===== src/sv/tvs_pkg.sv =====
`default_nettype none
package tvs_pkg;

  localparam int FRAC_BITS   = 8;
  localparam int SAMPLE_BITS = 16;

  localparam int COORD_W  = 16;
  localparam int CORNER_W = 16;
  localparam int OUT_W    = 40;

  localparam int LOW_LIMIT  = 1;
  localparam int HIGH_LIMIT = 254;

  // weight runs 0 .. 2^FRAC_BITS inclusive
  localparam int WGT_W = FRAC_BITS + 1;
  // exact widths after each lerp pass
  localparam int XW = SAMPLE_BITS + FRAC_BITS;
  localparam int YW = XW + FRAC_BITS;
  localparam int ZW = YW + FRAC_BITS;
  // headroom for the clamp compare
  localparam int EXT_W = (ZW > OUT_W) ? ZW : OUT_W + 1;

  localparam logic [COORD_W-1:0] COORD_LO = COORD_W'(LOW_LIMIT << FRAC_BITS);
  localparam logic [COORD_W-1:0] COORD_HI = COORD_W'(HIGH_LIMIT << FRAC_BITS);
  localparam logic [WGT_W-1:0]   WGT_ONE  = WGT_W'(1 << FRAC_BITS);

  localparam logic signed [EXT_W-1:0] SAT_MAX = EXT_W'({1'b0, {(OUT_W-1){1'b1}}});
  localparam logic signed [EXT_W-1:0] SAT_MIN = ~SAT_MAX;

  typedef logic [WGT_W-1:0] weight_t;

  typedef struct packed {
    weight_t w0;
    weight_t w1;
  } weight_pair_t;

  typedef struct packed {
    logic vld;
    logic in_win;
  } tvs_ctl_t;

  typedef logic signed [SAMPLE_BITS-1:0] sample_t;
  typedef logic signed [XW-1:0] xval_t;
  typedef logic signed [YW-1:0] yval_t;
  typedef logic signed [ZW-1:0] zval_t;

  function automatic weight_pair_t make_weights(input logic [COORD_W-1:0] c);
    weight_pair_t p;
    p.w1 = WGT_W'(c[FRAC_BITS-1:0]);
    p.w0 = WGT_ONE - p.w1;
    return p;
  endfunction

  function automatic logic coord_ok(input logic [COORD_W-1:0] c);
    return (c >= COORD_LO) && (c <= COORD_HI);
  endfunction

  function automatic xval_t lerp_x(input sample_t a, input sample_t b,
                                   input weight_pair_t w);
    logic signed [XW+1:0] pa;
    logic signed [XW+1:0] pb;
    logic signed [XW+1:0] s;
    pa = (XW+2)'(a) * (XW+2)'($signed({1'b0, w.w0}));
    pb = (XW+2)'(b) * (XW+2)'($signed({1'b0, w.w1}));
    s  = pa + pb;
    return s[XW-1:0];
  endfunction

  function automatic yval_t lerp_y(input xval_t a, input xval_t b,
                                   input weight_pair_t w);
    logic signed [YW+1:0] pa;
    logic signed [YW+1:0] pb;
    logic signed [YW+1:0] s;
    pa = (YW+2)'(a) * (YW+2)'($signed({1'b0, w.w0}));
    pb = (YW+2)'(b) * (YW+2)'($signed({1'b0, w.w1}));
    s  = pa + pb;
    return s[YW-1:0];
  endfunction

  function automatic zval_t lerp_z(input yval_t a, input yval_t b,
                                   input weight_pair_t w);
    logic signed [ZW+1:0] pa;
    logic signed [ZW+1:0] pb;
    logic signed [ZW+1:0] s;
    pa = (ZW+2)'(a) * (ZW+2)'($signed({1'b0, w.w0}));
    pb = (ZW+2)'(b) * (ZW+2)'($signed({1'b0, w.w1}));
    s  = pa + pb;
    return s[ZW-1:0];
  endfunction

endpackage
`default_nettype wire


===== src/sv/tvs_ylerp.sv =====
`default_nettype none
module tvs_ylerp (
  input  wire logic                    clk,
  input  wire logic                    rst,
  input  wire logic                    en,
  input  wire tvs_pkg::tvs_ctl_t       ctl_in,
  input  wire tvs_pkg::xval_t          xl [4],
  input  wire tvs_pkg::weight_pair_t   wy,
  input  wire tvs_pkg::weight_pair_t   wz_in,
  output tvs_pkg::tvs_ctl_t            ctl,
  output tvs_pkg::yval_t               yl [2],
  output tvs_pkg::weight_pair_t        wz
);

  tvs_pkg::yval_t yl_next [2];

  always_comb begin
    for (int m = 0; m < 2; m++) begin
      yl_next[m] = tvs_pkg::lerp_y(xl[2*m], xl[2*m+1], wy);
    end
  end

  always_ff @(posedge clk) begin
    if (rst) begin
      ctl.vld <= 1'b0;
    end else if (en) begin
      ctl.vld <= ctl_in.vld;
    end
    if (en) begin
      ctl.in_win <= ctl_in.in_win;
      yl         <= yl_next;
      wz         <= wz_in;
    end
  end

endmodule
`default_nettype wire


===== config.mk =====
export PLATFORM = sky130hd
export DESIGN_NAME = tvs_ylerp
export DESIGN_NICKNAME = d
export VERILOG_FILES = /design/src/sv/tvs_pkg.sv /design/src/sv/tvs_ylerp.sv
export SDC_FILE = /design/constraint.sdc
export NUM_CORES = 2
export LEC_CHECK = 0
export BUFFER_PORTS_ARGS = -buffer_cell sky130_fd_sc_hd__buf_2
export CORE_ASPECT_RATIO = 0.9
export CORE_UTILIZATION = 50
export DETAILED_ROUTE_END_ITERATION = 6
export GPL_TIMING_DRIVEN = 0
export PLACE_DENSITY = 0.68
export SLEW_MARGIN = 25
export SYNTH_ARGS = -nofsm -noshare
export SYNTH_HDL_FRONTEND = slang
export SYNTH_SLANG_ARGS = --single-unit

===== constraint.sdc =====
create_clock -name clk -period 13.5 [get_ports clk]
set_input_delay 1.35 -clock clk [delete_from_list [all_inputs] [get_ports clk]]
set_output_delay 1.35 -clock clk [all_outputs]
set_load 0.05 [all_outputs]

# --- After elaboration in Yosys (flattened, before gate mapping) ---
# Cells that the tools add are included.
totals:
  latchBits: 0
  mem_bits_rw: 0
  regBits: 84
  romBits: 0
  memories: 0
op_classes:
  reduce_logical: 0
  eq_ne: 0
  n_bitwise: 0
  n_mul: 4
  mux: 0
  n_div: 0
  magnitude_cmp: 0
  addsub: 2
  shifts: 0
ops:
  columns: ["operator", "n"]
  rows:
  - ["$mul A24 B10 Y32", 4]
  - ["$add A32 B32 Y32", 2]

# --- Depth between registers and ports, before layout ---
logic_depth:
  depth_word: 2
  depth_mapped: 25
  depth_no_buf: 22

# --- Worst setup path before layout ---
# Ideal clock, no wire load.
synth_timing:
  kind: "input to register"
  start: "in wy[14] in the netlist's numbering"
  end: "reg yl[28] in the netlist's numbering (data pin)"
  required_time_ns: 13.229
  arrival_ns: 7.333
  path_stages: 22
  path_buffers: 3
  slack_ns: 5.896
  path_cell_list: "clkbuf_1 > clkbuf_1 > nand2_1 > fa_1 > fa_1 > fa_1 > inv_1 > fa_1 > fa_1 > fa_1 > inv_1 > fa_1 > inv_1 > ha_1 > buf_2 > nand4_1 > or4_1 > o21ai_2 > o21ai_1 > a311oi_2 > mux2i_1 > o2111ai_1"
synth_lines:
  columns: ["element", "line_no", "source"]
  rows:
  - ["start: declaration", "tvs_ylerp.sv:8", "input wire tvs_pkg::weight_pair_t wy,"]
  - ["end signal: assignment", "tvs_ylerp.sv:31", "yl <= yl_next;"]
  - ["end: declaration", "tvs_ylerp.sv:11", "output tvs_pkg::yval_t yl [2],"]

==> impl_results.md <==
- Layout cells sized above 1: around 5.5%
- Drt first-iter violations: around 1700
- Yosys top cell area share: roughly half
- Dominant cell type by area after synthesis: fa_1
- Asr flop ratio synth: 0%
- Setup CP Type: in -> reg
- Peak per-stage delay on the critical path: around 0.8 ns
- Clk sink count: 84
- I/O Buffers: approximately 160
- Synth Instances: 3412
- DR pass1 iterations: 6
- Post-CTS setup buffer count: 0
- DR WL/cell: 19.3 µm
- R2R depth: 2
- Buf+Inv Stages, Crit Path: 5
- Worst hold stages: 2
- CTS tree: done
- Sum Neg Setup Slack: 0 ns
- CP Cell Sequence: clkbuf_1 > clkbuf_1 > nand2_1 > fa_1 > fa_1 > fa_1 > inv_1 > fa_1 > fa_1 > fa_1 > inv_1 > fa_1 > inv_1 > ha_1 > nand2_1 > nor2_1 > nand3_1 > nor3_1 > o21ai_1 > a311oi_2 > mux2i_1 > o2111ai_1
- CTS buffer count: 9
- Die height: between 200 and 250 µm
- Antenna violations before repair: 17
- Setup-failing EPs final: 0
- Via density: roughly 5.2
- Grt total ovfl: 0
- Io pins: around 220
- Area grow syn2layout: 6.93%
- Clock insertion delay at the later pin of the skew report: 0.40 ns
- Routed wire length: roughly 86 mm
- Startpoint Class: primary input
- Die footprint: 0.0656 mm²
- Filler cells: approximately 5800
- Via count: between 20000 and 25000
- Final Hold Fails: 0
- Hold bufs inserted after CTS: 0
- F_max: 0.110 GHz
- Most common cell after layout, fill and taps aside: inv_1
- Post_cts resized: 0
- Crit end category: register
- Vias in the first global route: around 24000
- MaxCap Viol Count: 0
- Clock-pin slew on the worst setup and hold paths: approximately 0.080 ns
- CP dominant cell by count: fa_1
- Top_reg_cell synth: edfxtp_1
- Syn nets: between 4000 and 5000
- Syn Area/Cell: around 9.5 µm²
- Chip width: ~270 µm
- Largest net degree at the start of global routing: 47
- Synth Register Bits: 84
- Post-synth EDFFs: 83
- Global-route wire length before repair: about 140 mm
- Req. time, crit path: about 14 ns
- Post-DP HPWL: roughly 72 mm
- Min-delay worst type: reg -> reg
- Worst Tran Pin Value: 1.12 ns
- Deepest level of the CTS H-tree: 3
- Gpl congestion: about 0.96
- Commonest non-fill, non-tap cells in the layout: inv_1 (913), fa_1 (800), and2_1 (452), nand2_1 (427), ha_1 (226)
- Starting Density: roughly half
- FP Rows: 87
- GRT Util Overall: about 28%
- Critical Path Stages: 22
- Max Slew Vio Count: 0
- Post-Syn Area: 0.0323 mm²
- Post-route DRC: 0
- Worst slew margin: 25.1%
- Crit path DAT: 9.23 ns
- Critical path fanouts, max: 10
- RSZ-0062 raised after global routing: false
- Top cell family by delay on the critical path: adder cells
- Antenna-violating nets left: 0
- CTS root buf: clkbuf_16
- Synth warn: 0
- CP max-delay cell: clkbuf_1
- Fin nets: roughly 4700
- Period utilisation layout: 67.4%
- Minimum clock period after layout: between 9 and 10 ns
- Core Box Area: about 0.063 mm²
- Unique masters post-synth: 57
- Largest cells by area after synthesis: fa_1 (50%), inv_1 (11%), and2_1 (8.8%)
- Clk_skew: 0 ns
- Run status: finished clean
- Post-synthesis sequential area ratio: 7.79%
- Post-Route Utilization: 54.6%
- Clock Path Buffers: 2
stage by stage:
stage	cells	worst slack, ns	area [µm²]	hold WS (ns)
2_1_floorplan	3412	5.90	32300	0.733
3_3_place_gp	4418	4.17	34100	0.470
3_5_place_dp	4419	4.08	34200	0.482
4_1_cts	4435	4.49	34500	0.501
5_1_grt	4438	4.07	34500	0.583
6_report	4448	4.40	34500	0.495
tightest hold or removal path, cell delays in order, from the launching register on:
cell     delay [ns]
dfxtp_1        0.33
mux2i_1        0.06
nor2_1         0.07
flip-flops by register name, indices dropped and copies added, names as in the netlist:
| name | cells |
|---|---|
| wz | 18 |
| yl | 64 |
| ctl | 2 |
path summary, 6_finish.rpt:
check / start / end / slack, ns
setup / recovery: wy[16] / yl[28] / 4.40
setup reg to reg: ctl[1] / ctl[1] / 12.92
hold / removal: ctl[1] / ctl[1] / 0.50
hold reg to reg: ctl[1] / ctl[1] / 0.50
kinds of logic after synthesis:
logic type | count (synthesis) | share of synthesized area, %
buffers and inverters | 1054 | 12.3
muxes | 2 | 0.0620
DFF | 84 | 7.79
xor gates and xnor gates | 94 | 2.55
AOI/OAI and AO/OA | 167 | 3.49
and+or+nand+nor | 985 | 15.4
adders and majority gates | 1026 | 58.4
routing by layer:
| metal | routed length (µm) | GRT usage [%] | vias to the layer above |
|---|---|---|---|
| met1 | 33700 | 37.3 | 11900 |
| li1 | - | - | 10200 |
| met4 | 2600 | 9.36 | 16 |
| met5 | 100 | 0 | - |
| met2 | 40600 | 45.0 | 896 |
| met3 | 8950 | 7.37 | 145 |
cell type report:
cell class / instances / area (µm²) / share of cell area, %
inverters: 913 / 3430 / 9.93
clock inverters: 7 / 76.3 / 0.221
repair buffers: 162 / 840 / 2.43
diodes: 13 / 32.5 / 0.0943
well taps: 845 / 1060 / 3.06
clock buffers: 9 / 225 / 0.653
plain buffers: 141 / 543 / 1.57
multi-input cells: 2274 / 25800 / 74.7
flip-flops and latches: 84 / 2510 / 7.28
Yosys cell counts (5+ instances only):
master      n
o211ai_1    5
edfxtp_1   83
a31oi_1    11
nor3_1     14
fa_1      800
clkbuf_1  131
xnor2_1    77
and2_1    452
o21bai_1   11
xor2_1     17
ha_1      226
nand3_1    14
and3_1      5
o21ai_0    29
a21o_1     20
a211oi_1   11
buf_1       8
o21a_1      5
a21oi_1    42
nand2_1   427
inv_1     913
nor4_1      7
nor2_1     46
Power is left out: the tool's default activity adds up to more than one toggle a clock period on the data nets, which glitch-free logic cannot reach.
