<file path="src/sv/tvs_pkg.sv">
`default_nettype none
package tvs_pkg;

  localparam int FRAC_BITS   = 8;
  localparam int SAMPLE_BITS = 16;

  localparam int COORD_W  = 16;
  localparam int CORNER_W = 16;
  localparam int OUT_W    = 40;

  localparam int LOW_LIMIT  = 1;
  localparam int HIGH_LIMIT = 254;

  // weight runs 0 .. 2^FRAC_BITS inclusive
  localparam int WGT_W = FRAC_BITS + 1;
  // exact widths after each lerp pass
  localparam int XW = SAMPLE_BITS + FRAC_BITS;
  localparam int YW = XW + FRAC_BITS;
  localparam int ZW = YW + FRAC_BITS;
  // headroom for the clamp compare
  localparam int EXT_W = (ZW > OUT_W) ? ZW : OUT_W + 1;

  localparam logic [COORD_W-1:0] COORD_LO = COORD_W'(LOW_LIMIT << FRAC_BITS);
  localparam logic [COORD_W-1:0] COORD_HI = COORD_W'(HIGH_LIMIT << FRAC_BITS);
  localparam logic [WGT_W-1:0]   WGT_ONE  = WGT_W'(1 << FRAC_BITS);

  localparam logic signed [EXT_W-1:0] SAT_MAX = EXT_W'({1'b0, {(OUT_W-1){1'b1}}});
  localparam logic signed [EXT_W-1:0] SAT_MIN = ~SAT_MAX;

  typedef logic [WGT_W-1:0] weight_t;

  typedef struct packed {
    weight_t w0;
    weight_t w1;
  } weight_pair_t;

  typedef struct packed {
    logic vld;
    logic in_win;
  } tvs_ctl_t;

  typedef logic signed [SAMPLE_BITS-1:0] sample_t;
  typedef logic signed [XW-1:0] xval_t;
  typedef logic signed [YW-1:0] yval_t;
  typedef logic signed [ZW-1:0] zval_t;

  function automatic weight_pair_t make_weights(input logic [COORD_W-1:0] c);
    weight_pair_t p;
    p.w1 = WGT_W'(c[FRAC_BITS-1:0]);
    p.w0 = WGT_ONE - p.w1;
    return p;
  endfunction

  function automatic logic coord_ok(input logic [COORD_W-1:0] c);
    return (c >= COORD_LO) && (c <= COORD_HI);
  endfunction

  function automatic xval_t lerp_x(input sample_t a, input sample_t b,
                                   input weight_pair_t w);
    logic signed [XW+1:0] pa;
    logic signed [XW+1:0] pb;
    logic signed [XW+1:0] s;
    pa = (XW+2)'(a) * (XW+2)'($signed({1'b0, w.w0}));
    pb = (XW+2)'(b) * (XW+2)'($signed({1'b0, w.w1}));
    s  = pa + pb;
    return s[XW-1:0];
  endfunction

  function automatic yval_t lerp_y(input xval_t a, input xval_t b,
                                   input weight_pair_t w);
    logic signed [YW+1:0] pa;
    logic signed [YW+1:0] pb;
    logic signed [YW+1:0] s;
    pa = (YW+2)'(a) * (YW+2)'($signed({1'b0, w.w0}));
    pb = (YW+2)'(b) * (YW+2)'($signed({1'b0, w.w1}));
    s  = pa + pb;
    return s[YW-1:0];
  endfunction

  function automatic zval_t lerp_z(input yval_t a, input yval_t b,
                                   input weight_pair_t w);
    logic signed [ZW+1:0] pa;
    logic signed [ZW+1:0] pb;
    logic signed [ZW+1:0] s;
    pa = (ZW+2)'(a) * (ZW+2)'($signed({1'b0, w.w0}));
    pb = (ZW+2)'(b) * (ZW+2)'($signed({1'b0, w.w1}));
    s  = pa + pb;
    return s[ZW-1:0];
  endfunction

endpackage
`default_nettype wire

</file>
<file path="src/sv/tvs_front.sv">
`default_nettype none
module tvs_front (
  input  wire logic                                  clk,
  input  wire logic                                  rst,
  input  wire logic                                  en,
  input  wire logic                                  in_vld,
  input  wire logic [tvs_pkg::COORD_W-1:0]           x_coord,
  input  wire logic [tvs_pkg::COORD_W-1:0]           y_coord,
  input  wire logic [tvs_pkg::COORD_W-1:0]           z_coord,
  input  wire tvs_pkg::sample_t                      corners [8],
  output tvs_pkg::tvs_ctl_t                          ctl,
  output tvs_pkg::xval_t                             xl [4],
  output tvs_pkg::weight_pair_t                      wy,
  output tvs_pkg::weight_pair_t                      wz
);

  tvs_pkg::weight_pair_t wx_c;
  tvs_pkg::xval_t        xl_next [4];

  assign wx_c = tvs_pkg::make_weights(x_coord);

  // lane j blends the x pair at y = j[0], z = j[1]
  always_comb begin
    for (int j = 0; j < 4; j++) begin
      xl_next[j] = tvs_pkg::lerp_x(corners[2*j], corners[2*j+1], wx_c);
    end
  end

  always_ff @(posedge clk) begin
    if (rst) begin
      ctl.vld <= 1'b0;
    end else if (en) begin
      ctl.vld <= in_vld;
    end
    if (en) begin
      ctl.in_win <= tvs_pkg::coord_ok(x_coord) && tvs_pkg::coord_ok(y_coord) &&
                    tvs_pkg::coord_ok(z_coord);
      xl         <= xl_next;
      wy         <= tvs_pkg::make_weights(y_coord);
      wz         <= tvs_pkg::make_weights(z_coord);
    end
  end

endmodule
`default_nettype wire

</file>
<file path="config.mk">
export PLATFORM = sky130hd
export DESIGN_NAME = tvs_front
export DESIGN_NICKNAME = d
export VERILOG_FILES = /design/src/sv/tvs_pkg.sv /design/src/sv/tvs_front.sv
export SDC_FILE = /design/constraint.sdc
export NUM_CORES = 2
export LEC_CHECK = 0
export ABC_AREA = 1
export BUFFER_PORTS_ARGS = -buffer_cell sky130_fd_sc_hd__buf_2
export CAP_MARGIN = 20
export CORE_UTILIZATION = 61
export CTS_CLUSTER_SIZE = 25
export DETAILED_ROUTE_END_ITERATION = 16
export PLACE_DENSITY = 0.89
export SYNTH_ARGS = -nofsm -noshare
export SYNTH_HDL_FRONTEND = slang
export SYNTH_SLANG_ARGS = --single-unit
</file>
<file path="constraint.sdc">
create_clock -name clk -period 8.4 [get_ports clk]
set_input_delay 0.84 -clock clk [delete_from_list [all_inputs] [get_ports clk]]
set_output_delay 0.84 -clock clk [all_outputs]
set_load 0.03 [all_outputs]
</file>
# --- After elaboration in Yosys (flattened, before gate mapping) ---
# Cells that the tools add are included.
totals:
  regBits: 132
  inputBits: 180
  output_inout_bits: 134
  wordCells: 36
classes:
  addsub: 7
  mul: 8
  order_cmp: 6
  n_reduce_logical: 5
op_table:
  columns: ["cell", "count"]
  rows:
  - ["adder 24 bit", 4]
  - ["multiplier 16 x 10 -> 24 bit", 4]
  - ["multiplier 16 x 9 -> 24 bit", 4]
  - [">= comparator 16 x 9 -> 1 bit, second input constant", 3]
  - ["less-or-equal comparator 16 bit, second input constant", 3]
  - ["subtractor 9 x 8 -> 9 bit, first input constant", 3]
  - ["logical AND 1 bit", 5]

# --- Longest topological paths before layout ---
depth:
  word_depth: 4
  depth_mapped: 37
  depth_no_buf: 35

# --- Least setup slack after synthesis ---
# No wires, ideal clock.
synth_path:
  path_kind: "input to register"
  from: "input port x_coord[0] in the netlist's numbering"
  to: "register xl[23] in the netlist's numbering (data pin)"
  setup_ns: 0.252
  arrival_ns: 6.344
  required_ns: 8.148
  slack_ns: 1.804
  path_stages: 29
  path_buffers: 2
  cell_sequence: "buf_6 -> inv_4 -> ha_1 -> nand2_1 -> inv_1 -> nand3_1 -> nand2_1 -> buf_2 -> nor2_1 -> inv_1 -> fa_1 -> inv_1 -> fa_1 -> inv_1 -> fa_1 -> fa_1 -> inv_1 -> fa_1 -> inv_1 -> fa_1 -> inv_1 -> ha_1 -> nand2_1 -> nor2_1 -> nand4_1 -> or2_1 -> and3_1 -> nand3_1 -> nand2_1"
synth_rtl:
  columns: ["element", "line_no", "text"]
  rows:
  - ["start, declared", "tvs_front.sv:7", "input wire logic [tvs_pkg::COORD_W-1:0] x_coord,"]
  - ["end signal, assigned", "tvs_front.sv:38", "xl <= xl_next;"]
  - ["end, declared", "tvs_front.sv:12", "output tvs_pkg::xval_t xl [4],"]

==> results.tsv <==
metric	value	unit
grtUsageMet1	0.370	
regToRegEndpoint	ctl[1]	
die_y	274	um
dr.pass1.iters	6	
fin_crit_sh	0.869	
syn_area	45000	sq um
cp-start-kind	input pin	
filler_cell_count	5769	
synth_edf_count	129	
cts_tree	built	
cap_violations	0	
path_depth	22	
synthArstFlopShare	0	
portBuffers	311	
worstPathCellList	buf_2, inv_1, nand3_1, nand2_2, buf_4, nor2_1, inv_1, fa_1, inv_1, fa_1, inv_1, fa_1, fa_1, fa_1, fa_1, inv_1, ha_1, nand2_1, nor4_1, nand4_1, nand4_1, nand2_1	
rr_startpoint	ctl[1]	
critPathKind	in -> reg	
worst_pin_slew	0.940	ns
cp-startpoint	x_coord[4]	
rows	99	
num_vias	35000	
finalMaxSlewViolations	0	
drt_iter0_markers	2407	
cts_resized	0	
grt_max_degree	130	
slowest_delay	0.65	ns
fin_skew	0	ns
rrSetupSlack	7.81	ns
critPathCapture	xl[94]	
via_per_inst	5.26	
crit_arrival	7.54	ns
rsz0062_at_grt	false	
ys_seq_elements	130	
path_delay_family	adder cells	
htreeDepth	4	
cp_slowest_cell	fa_1	
critical_path.most_common_cell	fa_1	
gp_congestion	0.983	
gr-usage-met3	0.0613	
clock_path_buffers	2	
cp.required	8.64	ns
setup_tns	0	ns
hpwl	94100	um
numCtsBuffers	17	
design.core.area	73000	sq um
grt_pass1_wl	186000	um
final_layout_size_suffix_gt1_frac	0.0699	
status	finished clean	
setup_viol	0	
seq_area_frac_synth	0.0865	
use_met2	0.552	
drtAntennaViolNets	0	
max-slew-margin-rel	0.373	
worst_setup_path_end_kind	flip-flop	
grt_use_total	0.319	
cts.hold.buffers_added	0	
timing.final.hold_violations	0	
yosysWarnings	0	
cp_num_buf_inv	7	
start_util	0.617	
cts_root_buf	clkbuf_16	
max_freq	137	MHz
fp.dieW	274	um
area_growth	6.20	%
grt_busiest_layer	met2	
final_nets	7217	
wl_per_cell	16.8	um
grt_pass1_vias	38300	
die_area	74900	sq um
grt_overflow_total	0	
hold_path_class	in -> reg	
path_clk_slew	0.06	ns
postSynthCellCount	5493	
drt-total-wl	112000	um
fin_crit	7.30	ns
cts.sinks	130	
clock_latency	0.49	ns
reg2regPathDepth	2	
io_pins	314	
ys_types	52	
postSynthAreaPerCell	8.20	sq um
drc_errors	0	
synthFlopType	edfxtp_1	
crit_fanout	48	
post-cts-setup-buffers	0	
antenna_found_initial	22	
-- area by class of cell --
class                   count  area, sq um  area share
diodes                     10         25.0    0.000523
clock buffers              18          429     0.00898
clock inverters            14          119     0.00249
inverters                1898         7130       0.149
multi-input cells        3285        33200       0.694
flip-flops and latches    130         3890      0.0814
well taps                 959         1200      0.0251
repair buffers            338         1820      0.0380
-- through the flow --
step / util / hold slack (ns) / instances / setup WS [ns] / instance area, sq um
3_3_place_gp: 0.647 / 0.468 / 6610 / 0.894 / 47200
5_1_grt: 0.655 / 0.488 / 6648 / 0.863 / 47800
2_1_floorplan: - / 0.630 / 5494 / 1.80 / 45000
3_5_place_dp: 0.647 / 0.499 / 6610 / 0.828 / 47200
4_1_cts: 0.655 / 0.469 / 6642 / 1.33 / 47800
6_report: 0.655 / 0.501 / 6652 / 1.10 / 47800
-- cells in the mapped netlist (7+ instances only) --
| cell | n | share of area |
|---|---|---|
| inv_1 | 1888 | 0.16 |
| fa_1 | 1016 | 0.45 |
| nand2_1 | 1009 | 0.084 |
| nor2_1 | 460 | 0.038 |
| ha_1 | 351 | 0.098 |
| edfxtp_1 | 129 | 0.086 |
| a21oi_1 | 89 | 0.0099 |
| xor2_1 | 81 | 0.016 |
| clkbuf_1 | 69 | 0.0058 |
| nand3_1 | 67 | 0.0074 |
| clkbuf_2 | 64 | 0.0071 |
| o21ai_0 | 47 | 0.0052 |
| xnor2_1 | 36 | 0.0070 |
| buf_2 | 24 | 0.0027 |
| nand4_1 | 22 | 0.0031 |
| nor3_1 | 19 | 0.0021 |
| buf_1 | 18 | 0.0015 |
| nor4_1 | 13 | 0.0018 |
| nand3b_1 | 11 | 0.0018 |
| a21o_1 | 10 | 0.0017 |
| inv_2 | 7 | 0.00058 |
-- placed cells by master, fill, tap and decap left out, types with 7 or more instances in the layout --
| cell type | Yosys | layout |
|---|---|---|
| a21oi_1 | 89 | 89 |
| nand2_1 | 1009 | 1005 |
| a21o_1 | 10 | 10 |
| xor2_1 | 81 | 81 |
| edfxtp_1 | 129 | 129 |
| ha_1 | 351 | 350 |
| clkbuf_16 | 0 | 17 |
| fa_1 | 1016 | 1016 |
| o21ai_0 | 47 | 47 |
| diode_2 | 0 | 10 |
| nand3_1 | 67 | 67 |
| buf_4 | 5 | 24 |
| nand4_1 | 22 | 22 |
| nor2_1 | 460 | 460 |
| inv_2 | 7 | 7 |
| nand2_2 | 4 | 8 |
| nor4_1 | 13 | 13 |
| xnor2_1 | 36 | 36 |
| inv_1 | 1888 | 1888 |
| nand3b_1 | 11 | 11 |
| nor3_1 | 19 | 19 |
| buf_2 | 24 | 309 |
-- how the worst min path moves through the flow --
stage | start | endpoint | cells after the start
floorplan | ctl[1] | ctl[1] | 2
detailed placement | ctl[1] | ctl[1] | 2
global placement | ctl[1] | ctl[1] | 2
CTS | rst | ctl[1] | 2
finish | rst | ctl[1] | 2
global route | rst | ctl[1] | 2
-- per-layer routing --
| layer | part of all wire | wire (um) | up-vias |
|---|---|---|---|
| met5 | 0.0017 | 195 | - |
| met4 | 0.060 | 6700 | 30 |
| met3 | 0.081 | 9090 | 465 |
| met2 | 0.51 | 56800 | 1655 |
| met1 | 0.35 | 39000 | 17200 |
| li1 | - | - | 15700 |
-- sequential cells by signal, indices dropped and copies added, names as in the netlist --
signal,cells
ctl,2
wy,16
xl,96
wz,16
-- kinds of logic after synthesis --
kind of cell	Yosys count	synth area share
muxes	1	0.000222
xor gates and xnor gates	118	0.0231
AOI/OAI and AO/OA	183	0.0231
buffers and inverters	2079	0.176
DFF	130	0.0865
and+or+nand+nor	1614	0.141
adders and majority gates	1367	0.549
other	1	0.0000833
Power is not shown: default switching activity piles up to over one toggle a cycle in this logic, so the estimate is an artifact.
