### src/sv/tvs_pkg.sv
`default_nettype none
package tvs_pkg;

  localparam int FRAC_BITS   = 8;
  localparam int SAMPLE_BITS = 16;

  localparam int COORD_W  = 16;
  localparam int CORNER_W = 16;
  localparam int OUT_W    = 40;

  localparam int LOW_LIMIT  = 1;
  localparam int HIGH_LIMIT = 254;

  // weight runs 0 .. 2^FRAC_BITS inclusive
  localparam int WGT_W = FRAC_BITS + 1;
  // exact widths after each lerp pass
  localparam int XW = SAMPLE_BITS + FRAC_BITS;
  localparam int YW = XW + FRAC_BITS;
  localparam int ZW = YW + FRAC_BITS;
  // headroom for the clamp compare
  localparam int EXT_W = (ZW > OUT_W) ? ZW : OUT_W + 1;

  localparam logic [COORD_W-1:0] COORD_LO = COORD_W'(LOW_LIMIT << FRAC_BITS);
  localparam logic [COORD_W-1:0] COORD_HI = COORD_W'(HIGH_LIMIT << FRAC_BITS);
  localparam logic [WGT_W-1:0]   WGT_ONE  = WGT_W'(1 << FRAC_BITS);

  localparam logic signed [EXT_W-1:0] SAT_MAX = EXT_W'({1'b0, {(OUT_W-1){1'b1}}});
  localparam logic signed [EXT_W-1:0] SAT_MIN = ~SAT_MAX;

  typedef logic [WGT_W-1:0] weight_t;

  typedef struct packed {
    weight_t w0;
    weight_t w1;
  } weight_pair_t;

  typedef struct packed {
    logic vld;
    logic in_win;
  } tvs_ctl_t;

  typedef logic signed [SAMPLE_BITS-1:0] sample_t;
  typedef logic signed [XW-1:0] xval_t;
  typedef logic signed [YW-1:0] yval_t;
  typedef logic signed [ZW-1:0] zval_t;

  function automatic weight_pair_t make_weights(input logic [COORD_W-1:0] c);
    weight_pair_t p;
    p.w1 = WGT_W'(c[FRAC_BITS-1:0]);
    p.w0 = WGT_ONE - p.w1;
    return p;
  endfunction

  function automatic logic coord_ok(input logic [COORD_W-1:0] c);
    return (c >= COORD_LO) && (c <= COORD_HI);
  endfunction

  function automatic xval_t lerp_x(input sample_t a, input sample_t b,
                                   input weight_pair_t w);
    logic signed [XW+1:0] pa;
    logic signed [XW+1:0] pb;
    logic signed [XW+1:0] s;
    pa = (XW+2)'(a) * (XW+2)'($signed({1'b0, w.w0}));
    pb = (XW+2)'(b) * (XW+2)'($signed({1'b0, w.w1}));
    s  = pa + pb;
    return s[XW-1:0];
  endfunction

  function automatic yval_t lerp_y(input xval_t a, input xval_t b,
                                   input weight_pair_t w);
    logic signed [YW+1:0] pa;
    logic signed [YW+1:0] pb;
    logic signed [YW+1:0] s;
    pa = (YW+2)'(a) * (YW+2)'($signed({1'b0, w.w0}));
    pb = (YW+2)'(b) * (YW+2)'($signed({1'b0, w.w1}));
    s  = pa + pb;
    return s[YW-1:0];
  endfunction

  function automatic zval_t lerp_z(input yval_t a, input yval_t b,
                                   input weight_pair_t w);
    logic signed [ZW+1:0] pa;
    logic signed [ZW+1:0] pb;
    logic signed [ZW+1:0] s;
    pa = (ZW+2)'(a) * (ZW+2)'($signed({1'b0, w.w0}));
    pb = (ZW+2)'(b) * (ZW+2)'($signed({1'b0, w.w1}));
    s  = pa + pb;
    return s[ZW-1:0];
  endfunction

endpackage
`default_nettype wire

### src/sv/tvs_zlerp.sv
`default_nettype none
module tvs_zlerp (
  input  wire logic                    clk,
  input  wire logic                    rst,
  input  wire logic                    en,
  input  wire tvs_pkg::tvs_ctl_t       ctl_in,
  input  wire tvs_pkg::yval_t          yl [2],
  input  wire tvs_pkg::weight_pair_t   wz,
  output tvs_pkg::tvs_ctl_t            ctl,
  output tvs_pkg::zval_t               zl
);

  always_ff @(posedge clk) begin
    if (rst) begin
      ctl.vld <= 1'b0;
    end else if (en) begin
      ctl.vld <= ctl_in.vld;
    end
    if (en) begin
      ctl.in_win <= ctl_in.in_win;
      zl         <= tvs_pkg::lerp_z(yl[0], yl[1], wz);
    end
  end

endmodule
`default_nettype wire

### config.mk
export PLATFORM = sky130hd
export DESIGN_NAME = tvs_zlerp
export DESIGN_NICKNAME = d
export VERILOG_FILES = /design/src/sv/tvs_pkg.sv /design/src/sv/tvs_zlerp.sv
export SDC_FILE = /design/constraint.sdc
export NUM_CORES = 1
export LEC_CHECK = 0
export BUFFER_PORTS_ARGS = -buffer_cell sky130_fd_sc_hd__buf_2
export CORE_UTILIZATION = 55
export CTS_CLUSTER_SIZE = 40
export DETAILED_ROUTE_END_ITERATION = 12
export PLACE_DENSITY = 0.8
export SLEW_MARGIN = 20
export SYNTH_ARGS = -nofsm -noshare
export SYNTH_HDL_FRONTEND = slang
export SYNTH_SLANG_ARGS = --single-unit
export TNS_END_PERCENT = 50
### constraint.sdc
create_clock -name clk -period 10.7 [get_ports clk]
set_input_delay 0.535 -clock clk [delete_from_list [all_inputs] [get_ports clk]]
set_output_delay 0.535 -clock clk [all_outputs]
set_load 0.03 [all_outputs]
Word level (Yosys, flattened, before mapping)
Index checks and enable logic that the tools add are counted.
Storage, ports and cells
  word-level logic and storage cells: 6
  flip-flop bits (word level): 42
Operators by class
  $mul: 2
  $add $sub $neg: 1
Operators with widths (number)
  $mul A32 B10 Y40: 2
  $add A40 B40 Y40: 1

Longest topological paths before layout
Gate-level depths: netlist of run 1.
  depth after elaboration: 2
  depth in mapped cells: 25
  gate-level depth less buffers: 24

Least setup slack after synthesis of run 1
No wires, ideal clock.
  path kind: input-to-reg
  start: in wz[11] in the netlist's numbering
  end: reg zl[38], data pin
  stages: 23
  library setup time: 259 ps
  slack: 4230 ps
  arrival: 6212 ps
  path buffers: 1
  path through: clkbuf_1 > nand2_1 > fa_1 > inv_1 > fa_1 > inv_1 > fa_1 > inv_1 > fa_1 > fa_1 > fa_1 > inv_1 > fa_1 > inv_1 > ha_1 > nand2_1 > nor4_1 > a22oi_2 > o211ai_1 > a21oi_1 > nor3_1 > o211ai_1 > xnor2_1
On the way
  cells in the longest elaborated chain, start to end: 2
Ends and longest elaborated chain
  from (decl): RTL line tvs_zlerp.sv:8  | input wire tvs_pkg::weight_pair_t wz,
  $mul A32 B10 Y40: RTL line tvs_pkg.sv:85  | pa = (ZW+2)'(a) * (ZW+2)'($signed({1'b0, w.w0}));
  $add A40 B40 Y40: RTL line tvs_pkg.sv:87  | s = pa + pb;
  to (signal assigned): RTL line tvs_zlerp.sv:21  | zl <= tvs_pkg::lerp_z(yl[0], yl[1], wz);
  to (decl): RTL line tvs_zlerp.sv:10  | output tvs_pkg::zval_t zl
Every way passes these cells.
A chain may end at the register's enable or synchronous reset.

Worst setup path after layout of run 1
  start: in wz[1] in the netlist's numbering
  end: reg zl[38], data pin
On the way
  cells in the longest elaborated chain, start to end: 2
Ends and longest elaborated chain
  $mul A32 B10 Y40: RTL line tvs_pkg.sv:86  | pb = (ZW+2)'(b) * (ZW+2)'($signed({1'b0, w.w1}));
  $add A40 B40 Y40: RTL line tvs_pkg.sv:87
Every way passes these cells.

==> metrics.md, run 1 <==
| Metric | Value |
|---|---|
| Status | finished clean |
| YS warnings | 0 |
| Placer's final routability congestion estimate | 0.928 |
| Flop-to-flop setup slack | 10.12 ns |
| CORE AREA | 36600 um2 |
| Post-CTS Resized | 0 |
| WP data arrival | 7.19 ns |
| Hold_buf cts | 0 |
| Crit end category | flop |
| Largest net degree at the start of global routing | 43 |
| Unrepaired setup endpoints after global routing | false |
| Row count | 70 |
| Crit Path Max Fanout | 32 |
| Slew margin rel. | 36.1% |
| First-pass GRT wire length | 82100 um |
| Die ar. | 38000 um2 |
| Max Buffers Root-to-Sink | 2 |
| Antenna Nets Post-Route | 0 |
| Setup TNS Final | 0 ns |
| Maximum clock rate | 140 MHz |
| Ys flop type | edfxtp_1 |
| GRT Util Overall | 27.8% |
| Worst EP required | 10.73 ns |
| Synth cell types | 55 |
| Reg2Reg Launch Point | ctl[1]$_SDFFE_PP0P_ |
| Register area share after synthesis | 6.11% |
| Pins Over Slew Limit | 0 |
| Mapped cell area | 20500 um2 |
| Synth Net Count | 2917 |
| Top Ports | 129 |
| Root buf cell | clkbuf_16 |
| Layout area overhead | 5.40% |
| Initial core utilization | 55.9% |
| Routed vias | 14683 |
| Most frequent cells in the layout | inv_1 (579), fa_1 (528), and2_1 (303) |
| Final nets | 2979 |
| Final Hold Viols | 0 |
| FFs w/ async S/R, synth | 0% |
| Clk sinks | 42 |
| Port Buffers | 128 |
| WS Path Type | input pin to flop |
| Initial antenna violation count | 6 |
| Routed length per instance | 18.3 um |
| Post-Route WL | 49300 um |
| Die height | 195 um |
| Via/cell ratio | 5.43 |
| Worst-Skew Late Latency | 0.28 ns |
| Synth Instances | 2165 |
| CP endpoint | zl[38]$_DFFE_PP_ |
| Commonest non-fill, non-tap cell in the layout | inv_1 |
| Share of layout cells above drive strength 1 | 6.91% |
| Syn avg cell area | 9.45 um2 |
| CTS clk-pin slew, worst paths | 0.06 ns |
| Post-layout minimum cycle time | 7.16 ns |
| TritonCTS clock tree | done |
| H-Tree Depth | 2 |
| TritonCTS buffer count | 5 |
| Setup Buffers After CTS | 0 |
| Final Cycle Share | 66.9% |
| Synthesized flop and latch total | 42 |
| Post-synth EDFFs | 41 |
| R2R depth | 2 |
| Reg2Reg Capture Point | ctl[1]$_SDFFE_PP0P_ |
| Max-Cap Viols | 0 |
| DP HPWL | 42700 um |
| Critical path launch point | wz[1] |
| 1st-iter DRT viols | 736 |
| Hold Path Class | input pin to flop |
| Congestion Overflow GR | 0 |
| Die Span X | 195 um |
| Pre-Repair DR Iteration Count | 7 |
| Final Setup Violations | 0 |
| Vias in the first global route | 16674 |
| Clock Skews | 0 ns |
| Worst-Margin Slew | 0.958 ns |
| CP Launch Type | input pin |
| DRC | 0 |
==> logic make-up (layout without fill, tap and decap cells) <==
logic type / after synthesis / in the layout / synth area share (%)
AOI/OAI and AO/OA: 92 / 92 / 3.18
xor gates and xnor gates: 60 / 60 / 2.57
adders and majority gates: 665 / 665 / 60.0
buffers and inverters: 652 / 715 / 12.0
DFF: 42 / 42 / 6.11
muxes: 1 / 1 / 0.0489
other: 0 / 6 / 0
and+or+nand+nor: 653 / 653 / 16.1
==> Yosys cell counts, types with 2 or more instances <==
cell      instances  area, um2
a31o_2            2       17.5
ha_1            137       1710
xnor2_1          45        394
o21ai_1           3       15.0
o21ai_0          16       80.1
xor2_1           15        131
nand3_1           8       40.0
a21o_2            3       26.3
o211ai_1          5       37.5
o21ai_2           2       17.5
clkbuf_1         71        267
a41oi_1           2       17.5
and2_1          303       1900
or3_1             2       12.5
and3_2            2       15.0
o211a_1           2       20.0
a211oi_1          6       45.0
nor3_1            6       30.0
nor2_1           17       63.8
inv_1           579       2170
nand2_1         298       1120
fa_1            528      10600
nand2b_1          6       37.5
a21o_1            8       60.1
o21bai_1          2       15.0
nor2b_1           2       12.5
o21a_1            3       22.5
edfxtp_1         41       1230
a21oi_1          23        115
and3_1            2       12.5
clkbuf_2          2       10.0
==> layer usage <==
metal / vias up / wire, um / track usage [%]
li1: 6330 / - / -
met1: 7679 / 16600 / 31.0
met2: 501 / 27300 / 51.4
met3: 171 / 2190 / 2.74
met4: 2 / 3290 / 16.6
met5: - / 13 / 0
==> worst max-delay path, cell delays in order <==
cell      delay [ns]
buf_2           0.55
nand2_1         0.17
fa_1            0.56
inv_1           0.05
fa_1            0.50
inv_1           0.06
fa_1            0.53
inv_1           0.05
fa_1            0.45
fa_1            0.41
fa_1            0.54
inv_1           0.06
fa_1            0.47
inv_1           0.04
ha_1            0.35
nand2_1         0.12
nor4_1          0.36
a22oi_2         0.18
o211ai_1        0.33
a21oi_1         0.18
nor3_1          0.32
o211ai_1        0.18
xnor2_1         0.15
==> state kept, by name (all words and copies together) (netlist names) <==
name,count
ctl,2
zl,40
==> worst min-delay path by stage <==
stage / from / slack (ns) / depth (start not counted) / end
after floorplan: rst / 0.61 / 1 / ctl[1]$_SDFFE_PP0P_
after global placement: ctl[1]$_SDFFE_PP0P_ / 0.47 / 2 / ctl[1]$_SDFFE_PP0P_
after detailed placement: ctl[1]$_SDFFE_PP0P_ / 0.48 / 2 / ctl[1]$_SDFFE_PP0P_
after CTS: rst / 0.40 / 2 / ctl[1]$_SDFFE_PP0P_
after global routing: ctl_in[0] / 0.41 / 1 / ctl[0]$_DFFE_PP_
final: rst / 0.40 / 2 / ctl[1]$_SDFFE_PP0P_
==> through the flow <==
step                      cells  instance area [um2]  utilization [%]  hold WS (ns)  setup slack, ns
after floorplan            2165                20500                -         0.607             4.23
after global placement     2688                21400             58.5         0.467             3.44
after global routing       2698                21600             58.9         0.413             3.09
after CTS                  2696                21600             58.9         0.397             3.61
final                      2702                21600             58.9         0.402             3.54
after detailed placement   2688                21400             58.5         0.484             3.32
==> cell type report <==
class                      instances  area [um2]
antenna                            6        15.0
clock buffer                       5         125
clock inverter                     3        16.3
fill                            3087       15000
inverter                         579        2170
multi-input combinational       1471       16800
sequential                        42        1250
tap                              468         586
timing repair buffer             128         641
Power of run 1 is left out: the tool's default activity adds up to more than one toggle a clock period on the data nets, which glitch-free logic cannot reach.
==> inputs of run 2 (changes only) <==
==> constraint.sdc (replaced) <==
create_clock -name clk -period 6.97 [get_ports clk]
set_input_delay 0.3485 -clock clk [delete_from_list [all_inputs] [get_ports clk]]
set_output_delay 0.3485 -clock clk [all_outputs]
set_load 0.03 [all_outputs]
==> run 2 against run 1 <==
Hold slack got worse by 0.19 ns. Flip-flop and latch count did not move. Register-to-register slack got worse by 3.7 ns. Routed wire length rose by 0.60%. Sequential share of layout area fell by 0.067 points. Via count rose by 0.48%.
==> metrics.md, run 2 (synthesized netlist as in run 1, its figures left out) <==
| Metric | Value |
|---|---|
| Status | finished clean |
| Commonest non-fill, non-tap cell in the layout | inv_1 |
| DRC | 0 |
| TritonCTS buffer count | 5 |
| Critical path launch point | wz[14] |
| Slew margin rel. | 35.3% |
| Crit Path Max Fanout | 20 |
| Placer's final routability congestion estimate | 0.988 |
| CP Launch Type | input pin |
| Routed vias | 14753 |
| Post-Route WL | 49600 um |
| Reg2Reg Launch Point | ctl[1]$_SDFFE_PP0P_ |
| Hold slack | 0.215 ns |
| Root buf cell | clkbuf_16 |
| Worst-Skew Late Latency | 0.28 ns |
| Final Setup Violations | 0 |
| Most frequent cells in the layout | inv_1 (579), fa_1 (528), and2_1 (303) |
| Final Hold Viols | 0 |
| Pins Over Slew Limit | 0 |
| Registers with the most flip-flops | zl (40), ctl (2) |
| Clk sinks | 42 |
| DP HPWL | 43300 um |
| Post-layout minimum cycle time | 6.67 ns |
| Row count | 70 |
| Fillers | 3062 |
| Die ar. | 38000 um2 |
| CTS clk-pin slew, worst paths | 0.06 ns |
| Vias in the first global route | 16643 |
| Max Buffers Root-to-Sink | 2 |
| Unrepaired setup endpoints after global routing | false |
| Clock Skews | 0 ns |
| Share of layout cells above drive strength 1 | 7.82% |
| Congestion Overflow GR | 0 |
| Hold path start | rst |
| H-Tree Depth | 2 |
| Layout area overhead | 6.63% |
| Die Span X | 195 um |
| First-pass GRT wire length | 82500 um |
| Hold_buf cts | 0 |
| Max-Cap Viols | 0 |
| Die height | 195 um |
| Via/cell ratio | 5.42 |
| Top Ports | 129 |
| Initial antenna violation count | 4 |
| WP data arrival | 6.70 ns |
| Crit end category | flop |
| Worst EP required | 7.00 ns |
| Routed length per instance | 18.2 um |
| Hold Path Class | input pin to flop |
| WS Path Type | input pin to flop |
| Antenna Nets Post-Route | 0 |
| Pre-Repair DR Iteration Count | 8 |
| Max reg flops | 40 |
| Final Cycle Share | 95.7% |
| Biggest register | zl |
| GRT Util Overall | 27.9% |
| 1st-iter DRT viols | 754 |
| TritonCTS clock tree | done |
| Largest net degree at the start of global routing | 43 |
| Port Buffers | 128 |
| Final nets | 3001 |
| Worst-Margin Slew | 0.971 ns |
| Maximum clock rate | 150 MHz |
| Setup TNS Final | 0 ns |
| Initial core utilization | 55.9% |
| CORE AREA | 36600 um2 |
run 2: critical path, stage by stage:
cell and delay, ns:
buf_2 0.21, and2_1 0.20, fa_1 0.53, inv_1 0.05, fa_1 0.49, fa_1 0.52, inv_1 0.05, fa_1 0.55
fa_1 0.43, fa_1 0.55, inv_1 0.08, fa_1 0.48, inv_1 0.04, ha_1 0.36, nand2_1 0.09, nor4_1 0.37
a22oi_2 0.18, o211ai_1 0.32, a21oi_1 0.19, nor3_1 0.33, o211ai_1 0.16, xnor2_1 0.14
run 2: layout make-up:
cell class / count / area [um2] / share of cell area (%)
well taps: 468 / 586 / 2.68
diodes: 3 / 7.51 / 0.0344
clock buffers: 5 / 125 / 0.573
repair buffers: 150 / 851 / 3.90
inverters: 579 / 2170 / 9.96
flip-flops and latches: 42 / 1250 / 5.73
multi-input cells: 1471 / 16800 / 76.8
clock inverters: 3 / 63.8 / 0.292
run 2: layer usage:
layer | vias up | global-route usage, % | part of all wire, %
met5 | - | 0 | 0.042
met4 | 4 | 15.2 | 6.3
met3 | 184 | 2.83 | 3.8
met2 | 481 | 52.1 | 56
met1 | 7702 | 31.0 | 34
li1 | 6382 | - | -
run 2: stage by stage:
stage          setup slack, ns  area, um2  utilization [%]  std cells
3_3_place_gp             0.237      21600             59.1       2710
4_1_cts                  0.330      21800             59.6       2718
5_1_grt                 0.0330      21800             59.6       2719
3_5_place_dp            0.0306      21600             59.1       2710
2_1_floorplan            0.686      20500                -       2165
6_report                 0.301      21800             59.6       2721
run 2: final timing paths:
kind                                             to  slack, ns  depth (start not counted)
worst max-delay path               zl[38]$_DFFE_PP_       0.30                         22
worst min-delay path            ctl[1]$_SDFFE_PP0P_       0.22                          2
worst max register to register  ctl[1]$_SDFFE_PP0P_       6.38                          2
worst min register to register  ctl[1]$_SDFFE_PP0P_       0.50                          2
run 2: what timing repair did:
action                                  4_1_cts  5_1_grt
setup buffers                                 0        0
resized for setup                             0        3
endpoints found under the setup margin        0        3
Power of run 2 is left out for the same reason.
